<file path="src/rtl/core/fpr_pkg.sv">
package fpr_pkg;

  // Engine sizing
  localparam int FRAMES    = 16;
  localparam int PAGE_BITS = 2;
  localparam int ADDR_BITS = 8;

  // Field widths
  localparam int ADDR_W  = 8;
  localparam int TAG_W   = 6;
  localparam int FRAME_W = 4;
  localparam int COUNT_W = 16;

  localparam int IDX_W = (FRAMES > 1) ? $clog2(FRAMES) : 1;

  localparam logic [ADDR_W-1:0]  ADDR_MASK = ADDR_W'((64'd1 << ADDR_BITS) - 64'd1);
  localparam logic [IDX_W-1:0]   LAST_IDX  = IDX_W'(FRAMES - 1);
  localparam logic [COUNT_W-1:0] COUNT_MAX = '1;

  // Sequencer step codes
  typedef logic [2:0] step_t;
  localparam int    NSTEPS     = 8;
  localparam step_t STEP_WAIT  = 3'd0;
  localparam step_t STEP_PRIME = 3'd1;
  localparam step_t STEP_SCAN  = 3'd2;
  localparam step_t STEP_FRD   = 3'd3;
  localparam step_t STEP_FWR   = 3'd4;
  localparam step_t STEP_HIT   = 3'd5;
  localparam step_t STEP_SPARE = 3'd6;

  typedef enum logic [1:0] {
    RD_NONE,
    RD_IDX,
    RD_OLDEST
  } rd_sel_e;

  typedef enum logic [2:0] {
    OP_NONE,
    OP_LOAD,
    OP_STEP,
    OP_SCAN,
    OP_FILL,
    OP_HIT
  } op_e;

  typedef enum logic [1:0] {
    COND_ALWAYS,
    COND_FIRE,
    COND_SCAN,
    COND_OUT_FREE
  } cond_e;

  typedef struct packed {
    logic    in_ready;
    rd_sel_e rd_sel;
    op_e     op;
    cond_e   cond;
    step_t   jmp;
    step_t   nxt;
  } ucode_t;

  typedef struct packed {
    logic fire;
    logic match;
    logic last;
    logic out_free;
  } seq_flags_t;

  // Control store: one word per step
  localparam ucode_t UCODE [NSTEPS] = '{
    '{1'b1, RD_NONE,   OP_LOAD, COND_FIRE,     STEP_PRIME, STEP_WAIT},
    '{1'b0, RD_IDX,    OP_STEP, COND_ALWAYS,   STEP_SCAN,  STEP_SCAN},
    '{1'b0, RD_IDX,    OP_SCAN, COND_SCAN,     STEP_HIT,   STEP_FRD},
    '{1'b0, RD_OLDEST, OP_NONE, COND_ALWAYS,   STEP_FWR,   STEP_FWR},
    '{1'b0, RD_OLDEST, OP_FILL, COND_OUT_FREE, STEP_WAIT,  STEP_WAIT},
    '{1'b0, RD_NONE,   OP_HIT,  COND_OUT_FREE, STEP_WAIT,  STEP_WAIT},
    '{1'b0, RD_NONE,   OP_NONE, COND_ALWAYS,   STEP_WAIT,  STEP_WAIT},
    '{1'b0, RD_NONE,   OP_NONE, COND_ALWAYS,   STEP_WAIT,  STEP_WAIT}
  };

  // Slot index to frame field, modulo 16
  function automatic logic [FRAME_W-1:0] to_frame(input logic [IDX_W-1:0] idx);
    logic [IDX_W+FRAME_W-1:0] ext;
    ext = {{FRAME_W{1'b0}}, idx};
    return ext[FRAME_W-1:0];
  endfunction

endpackage

</file>
<file path="src/rtl/core/fifo_page_replacement_top.sv">
// Channel | Direction | Handshake              | Beat payload
// --------+-----------+------------------------+----------------------------------------------
// in      | sink      | in_valid_i / in_stall_o   | address_i
// out     | source    | out_valid_o / out_stall_i | hit_o, frame_o, evicted_o, evicted_page_o,
//         |           |                           | fault_count_o
//
// Turnaround: the next address is taken only after the current lookup ends; a
//   hit ends the frame scan at its slot, while a fault scans all FRAMES slots. The
//   frame scan reads one tag memory word per cycle through a registered read port.
// Reset: async active low; clears valid bits, FIFO pointer and fault counter.
//   Tag memory is not cleared; valid bits mask stale tags.
// Stalls: the result register holds one beat; a new address is taken while it
//   waits, and the sequencer only stalls when a second result is ready.
module fifo_page_replacement_top (
  input  logic                         clk_i,
  input  logic                         rst_ni,
  input  logic                         in_valid_i,
  output logic                         in_stall_o,
  input  logic [fpr_pkg::ADDR_W-1:0]   address_i,
  output logic                         out_valid_o,
  input  logic                         out_stall_i,
  output logic                         hit_o,
  output logic [fpr_pkg::FRAME_W-1:0]  frame_o,
  output logic                         evicted_o,
  output logic [fpr_pkg::TAG_W-1:0]    evicted_page_o,
  output logic [fpr_pkg::COUNT_W-1:0]  fault_count_o
);

  fpr_pkg::ucode_t     ctrl;
  fpr_pkg::seq_flags_t flags;

  // Tag store and scan datapath
  logic [fpr_pkg::TAG_W-1:0]   tag_mem [fpr_pkg::FRAMES];
  logic [fpr_pkg::TAG_W-1:0]   tag_rd_q;
  logic [fpr_pkg::FRAMES-1:0]  slot_valid_q;
  logic [fpr_pkg::IDX_W-1:0]   oldest_q, oldest_d;
  logic [fpr_pkg::IDX_W-1:0]   idx_q;     // read pointer
  logic [fpr_pkg::IDX_W-1:0]   cmp_q;     // slot whose tag sits in tag_rd_q
  logic [fpr_pkg::IDX_W-1:0]   idx_inc;
  logic [fpr_pkg::IDX_W-1:0]   rd_addr;
  logic [fpr_pkg::TAG_W-1:0]   page_q;
  logic [fpr_pkg::TAG_W-1:0]   page_in;
  logic [fpr_pkg::ADDR_W-1:0]  addr_sh;
  logic [fpr_pkg::COUNT_W-1:0] faults_q, faults_d;

  logic fire, match, last, out_free, rd_en, fill_en, hit_en, evict;

  // Result register
  logic                        out_valid_q;
  logic                        hit_q, evicted_q;
  logic [fpr_pkg::FRAME_W-1:0] frame_q;
  logic [fpr_pkg::TAG_W-1:0]   ev_page_q;
  logic [fpr_pkg::COUNT_W-1:0] count_q;

  fpr_seq u_seq (
    .clk_i   (clk_i),
    .rst_ni  (rst_ni),
    .flags_i (flags),
    .ctrl_o  (ctrl)
  );

  assign fire       = in_valid_i & ctrl.in_ready;
  assign in_stall_o = ~ctrl.in_ready;

  assign addr_sh = (address_i & fpr_pkg::ADDR_MASK) >> fpr_pkg::PAGE_BITS;
  assign page_in = addr_sh[fpr_pkg::TAG_W-1:0];

  assign match    = slot_valid_q[cmp_q] & (tag_rd_q == page_q);
  assign last     = (cmp_q == fpr_pkg::LAST_IDX);
  assign out_free = ~out_valid_q | ~out_stall_i;

  assign flags = '{fire: fire, match: match, last: last, out_free: out_free};

  // Pointer stops at the last slot so the read address stays in range
  assign idx_inc  = (idx_q == fpr_pkg::LAST_IDX) ? idx_q : idx_q + 1'b1;
  assign oldest_d = (oldest_q == fpr_pkg::LAST_IDX) ? '0 : oldest_q + 1'b1;
  assign faults_d = (faults_q == fpr_pkg::COUNT_MAX) ? faults_q : faults_q + 1'b1;

  assign rd_en   = (ctrl.rd_sel != fpr_pkg::RD_NONE);
  assign rd_addr = (ctrl.rd_sel == fpr_pkg::RD_OLDEST) ? oldest_q : idx_q;
  assign fill_en = (ctrl.op == fpr_pkg::OP_FILL) & out_free;
  assign hit_en  = (ctrl.op == fpr_pkg::OP_HIT) & out_free;
  assign evict   = slot_valid_q[oldest_q];

  // Tag memory: one read, one write per cycle; read is read-before-write
  always_ff @(posedge clk_i) begin
    if (rd_en) begin
      tag_rd_q <= tag_mem[rd_addr];
    end
    if (fill_en) begin
      tag_mem[oldest_q] <= page_q;
    end
  end

  // Scan pointers and latched page
  always_ff @(posedge clk_i) begin
    case (ctrl.op)
      fpr_pkg::OP_LOAD: begin
        if (fire) begin
          page_q <= page_in;
          idx_q  <= '0;
        end
      end
      fpr_pkg::OP_STEP: begin
        cmp_q <= idx_q;
        idx_q <= idx_inc;
      end
      fpr_pkg::OP_SCAN: begin
        if (!match) begin
          cmp_q <= idx_q;
          idx_q <= idx_inc;
        end
      end
      default: ;
    endcase
  end

  // Replacement state
  always_ff @(posedge clk_i or negedge rst_ni) begin
    if (!rst_ni) begin
      slot_valid_q <= '0;
      oldest_q     <= '0;
      faults_q     <= '0;
    end else if (fill_en) begin
      slot_valid_q[oldest_q] <= 1'b1;
      oldest_q               <= oldest_d;
      faults_q               <= faults_d;
    end
  end

  always_ff @(posedge clk_i or negedge rst_ni) begin
    if (!rst_ni) begin
      out_valid_q <= 1'b0;
    end else if (fill_en || hit_en) begin
      out_valid_q <= 1'b1;
    end else if (!out_stall_i) begin
      out_valid_q <= 1'b0;
    end
  end

  always_ff @(posedge clk_i) begin
    if (fill_en) begin
      hit_q     <= 1'b0;
      frame_q   <= fpr_pkg::to_frame(oldest_q);
      evicted_q <= evict;
      ev_page_q <= evict ? tag_rd_q : '0;
      count_q   <= faults_d;
    end else if (hit_en) begin
      hit_q     <= 1'b1;
      frame_q   <= fpr_pkg::to_frame(cmp_q);
      evicted_q <= 1'b0;
      ev_page_q <= '0;
      count_q   <= faults_q;
    end
  end

  assign out_valid_o    = out_valid_q;
  assign hit_o          = hit_q;
  assign frame_o        = frame_q;
  assign evicted_o      = evicted_q;
  assign evicted_page_o = ev_page_q;
  assign fault_count_o  = count_q;

  // A hit never replaces a page
  a_hit_no_evict: assert property (@(posedge clk_i) disable iff (!rst_ni)
    out_valid_o |-> !(hit_o && evicted_o))
    else $error("hit beat reports an eviction");

  // Fault counter never goes backward
  a_faults_mono: assert property (@(posedge clk_i) disable iff (!rst_ni)
    faults_q >= $past(faults_q))
    else $error("fault counter decreased");

  // FIFO pointer moves only on a fill
  a_oldest_fill: assert property (@(posedge clk_i) disable iff (!rst_ni)
    !$stable(oldest_q) |-> $past(fill_en))
    else $error("oldest pointer moved without a fill");

  // A filled slot is valid afterwards
  a_fill_valid: assert property (@(posedge clk_i) disable iff (!rst_ni)
    fill_en |=> slot_valid_q[$past(oldest_q)])
    else $error("filled slot not marked valid");

endmodule

</file>
<file path="src/rtl/core/fpr_seq.sv">
module fpr_seq (
  input  logic                clk_i,
  input  logic                rst_ni,
  input  fpr_pkg::seq_flags_t flags_i,
  output fpr_pkg::ucode_t     ctrl_o
);

  fpr_pkg::step_t  step_q, step_d;
  fpr_pkg::ucode_t uw;

  assign uw     = fpr_pkg::UCODE[step_q];
  assign ctrl_o = uw;

  always_comb begin
    case (uw.cond)
      fpr_pkg::COND_ALWAYS:   step_d = uw.jmp;
      fpr_pkg::COND_FIRE:     step_d = flags_i.fire ? uw.jmp : step_q;
      fpr_pkg::COND_SCAN: begin
        if (flags_i.match) begin
          step_d = uw.jmp;
        end else if (flags_i.last) begin
          step_d = uw.nxt;
        end else begin
          step_d = step_q;
        end
      end
      fpr_pkg::COND_OUT_FREE: step_d = flags_i.out_free ? uw.jmp : step_q;
      default:                step_d = fpr_pkg::STEP_WAIT;
    endcase
  end

  always_ff @(posedge clk_i or negedge rst_ni) begin
    if (!rst_ni) begin
      step_q <= fpr_pkg::STEP_WAIT;
    end else begin
      step_q <= step_d;
    end
  end

endmodule

</file>
<file path="config.mk">
export PLATFORM = sky130hd
export DESIGN_NAME = fifo_page_replacement_top
export DESIGN_NICKNAME = d
export VERILOG_FILES = /design/src/rtl/core/fpr_pkg.sv /design/src/rtl/core/fifo_page_replacement_top.sv /design/src/rtl/core/fpr_seq.sv
export SDC_FILE = /design/constraint.sdc
export NUM_CORES = 1
export LEC_CHECK = 0
export ABC_AREA = 0
export BUFFER_PORTS_ARGS = -buffer_cell sky130_fd_sc_hd__buf_2
export CAP_MARGIN = 5
export CELL_PAD_IN_SITES_DETAIL_PLACEMENT = 1
export CELL_PAD_IN_SITES_GLOBAL_PLACEMENT = 1
export CORE_MARGIN = 4
export CORE_UTILIZATION = 40
export DETAILED_ROUTE_END_ITERATION = 8
export PLACE_DENSITY_LB_ADDON = 0.12
export SLEW_MARGIN = 20
export SYNTH_ARGS = -nofsm -noshare
export SYNTH_HDL_FRONTEND = slang
export SYNTH_SLANG_ARGS = --single-unit
</file>
<file path="constraint.sdc">
create_clock -name clk_i -period 3.5 [get_ports clk_i]
set_clock_uncertainty 0.15 [all_clocks]
set_input_delay 0.525 -clock clk_i [delete_from_list [all_inputs] [get_ports clk_i]]
set_output_delay 0.525 -clock clk_i [all_outputs]
set_load 0.1 [all_outputs]
</file>
==> results.yml <==
power_and_ir_drop:
  power_density_nw_per_um2: 981
  leakage_uw: 0.00342
  peakVddDrop_v: 0.000509
setup_path:
  critPathLaunchType: "register"
  max_stage_delay_ps: 600
  crit_family: "compound AO/OA/AOI/OAI gates"
  critical_path.max_fanout: 9
  crit_arrival_ps: 3310
  worst-path-buf-inv: 1
  r2r-start: "u_seq.step_q[1]"
  path_class: "reg -> reg"
  critPathRequiredTime_ps: 3520
  cp_cell_sequence: "inv_1 -> ha_1 -> or3b_4 -> nand2_4 -> mux2i_2 -> a41oi_1 -> a32o_1 -> a221o_1"
  worstSetupEndpointType: "register"
  crit_start: "u_seq.step_q[1]"
  crit_slowest_cell: "mux2i_2"
die:
  start_util: 0.413
  coreArea_um2: 19000
  ios: 42
  die_height_um: 148
  die_x_um: 148
  placementRows: 50
  die_area_um2: 21900
finish:
  final_nets: 645
  drive_above_1_share: 0.225
  area_growth_pct: 16.5
  final_common_cell: "edfxtp_1"
  layout_common_cells: "143 x edfxtp_1, 44 x nand2_1, 40 x dfrtp_1"
drt:
  post_drt_wl_per_cell_um: 21.7
  drt.antenna.violating_nets: 0
  vias: 4943
  drc: 0
  drtPass1Iterations: 4
  vias_per_cell: 5.51
  wl_mm: 19.5
  drtIter0Drc: 289
job:
  cap_violations: 0
grt:
  grt_max_degree: 41
  grt_pass1_vias: 5174
  antenna_found_initial: 2
  grt_use_met1: 0.265
  grt-busiest-layer: "met2"
  grtUsageMet2: 0.289
  grt_pass1_wl_mm: 30.9
  grt-ovfl-total: 0
  grt_use_total: 0.186
  use_met3: 0.0463
cts:
  clock_latency_ps: 430
  cts_tree: "done"
  cts_buffer_depth: 2
  clkTransAtPathRegs_ps: 70
  htreeDepth: 4
  post-cts-setup-buffers: 0
  numCtsBuffers: 17
  cts_sinks: 184
  cts_root_buf: "clkbuf_16"
synthesis:
  synthesis.nets: 580
  syn_inst: 558
  avgSynthCellArea_um2: 14.1
  synth_edf_count: 143
  synthFlopType: "edfxtp_1"
  mappedNetlistArea_um2: 7860
  yosys_warnings: 0
  async_flop_share: 0.217
  yosysSeqAreaShare: 0.677
  ys_ff_latch: 184
  ys_types: 60
sta:
  slew-limit-headroom: 0.380
  period_share: 0.941
  fmax_mhz: 304
  min_period_ps: 3290
  tightest_slew_ps: 927
  grt_setup_unrepaired: "false"
  fin_setup_tns_ps: 0
  setup_viol: 0
  setup_ws_ps: 207
  slew_viol_final: 0
  hold_viol_final: 0
placed_design:
  dp_hpwl_mm: 13.4
  gp_congestion: 0.800
  port_buffers: 39
  place_ws_ps: 218
run_status:
  status: "completed"
hold_path:
  min-delay-start: "address_i[6]"
  min_path_type: "in -> reg"
## layer usage
layer / vias to the layer above / part of all wire
met5: - / 0
met4: 0 / 0.016
met3: 19 / 0.050
met2: 106 / 0.47
met1: 2536 / 0.46
li1: 2282 / -
## synth_stat cells (6+ instances only)
cell,number,area [um^2]
ha_1,10,125
a211o_1,9,78.8
xnor2_1,14,123
edfxtp_1,143,4290
o21ai_0,13,65.1
mux2i_1,8,80.1
xor2_1,6,52.6
dfrtp_1,40,1000
and2_1,8,50.1
or2_2,17,106
nor3_1,9,45.0
inv_1,9,33.8
buf_2,7,35.0
nor2_1,28,105
a21oi_1,12,60.1
nand4_1,13,81.3
a32o_1,6,60.1
nand2_1,46,173
and3_1,27,169
a31oi_1,7,43.8
nand3_1,20,100
a211oi_1,12,90.1
o21ai_1,6,30.0
mux4_2,10,225
clkbuf_1,14,52.6
## report_power, final
group / leakage [uW] / switching (uW) / internal (uW) / total (uW)
clock network: 0.000312 / 852 / 1220 / 2070
registers: 0.00183 / 390 / 2890 / 3280
logic: 0.00128 / 2440 / 1190 / 3620
total: 0.00342 / 3680 / 5290 / 8970
## per-stage QoR
stage	total power (uW)	instance area, um^2	instances	utilization	hold slack (ps)
3_5_place_dp	6930	8490	863	0.447	323
5_1_grt	9450	9150	896	0.481	104
2_1_floorplan	5870	7860	558	-	79.4
3_3_place_gp	6830	8490	863	0.447	293
6_report	8970	9150	897	0.481	119
4_1_cts	9020	9130	895	0.480	103
## sequential cells by signal, summed over array words and instances (netlist names)
signal,cells
slot_valid_q,16
page_q,6
idx_q,4
tag_rd_q,6
hit_o,1
evicted_o,1
u_seq.step_q,3
faults_q,16
fault_count_o,16
oldest_q,4
evicted_page_o,6
out_valid_o,1
frame_o,4
cmp_q,4
tag_mem,96
## final cells by class
type                       instances  area, um^2
tap                              260         325
timing repair buffer              71         440
inverter                           9        33.8
clock buffer                      20         479
antenna                            1        2.50
fill                            1945        9870
clock inverter                    12         158
sequential                       184        5320
multi-input combinational        340        2400
## path summary, 6_finish.rpt
check,to,slack (ps),depth (start not counted)
min in group asynchronous,faults_q[8],470,2
setup reg to reg,tag_rd_q[5],210,8
hold reg to reg,hit_o,330,2
max in group asynchronous,faults_q[2],2350,2
hold / removal,page_q[4],120,1
setup / recovery,tag_rd_q[5],210,8
## worst register-to-register path, delay by kind of cell, from the launching register on
family,cells,cell delay (ps)
compound gates,3,880
fa+ha+maj,1,260
buf+inv,1,140
flops,1,430
mux,1,600
simple gates,2,560
## logic make-up after synthesis
group                    count (synthesis)  share of synthesized area
adder cells (fa/ha/maj)                 10                     0.0159
AO/OA/AOI/OAI                          103                     0.0967
XOR/XNOR                                20                     0.0223
buffers and inverters                   34                     0.0188
multiplexers                            23                     0.0468
AND/OR/NAND/NOR                        184                      0.123
flip-flops                             184                      0.677
## timing repair
action	4_1_cts	5_1_grt
setup endpoints to repair	0	1
hold buffers	0	1
endpoints found under the hold margin	0	40
resized for setup	0	2
Power figures use the tool's default switching activity.
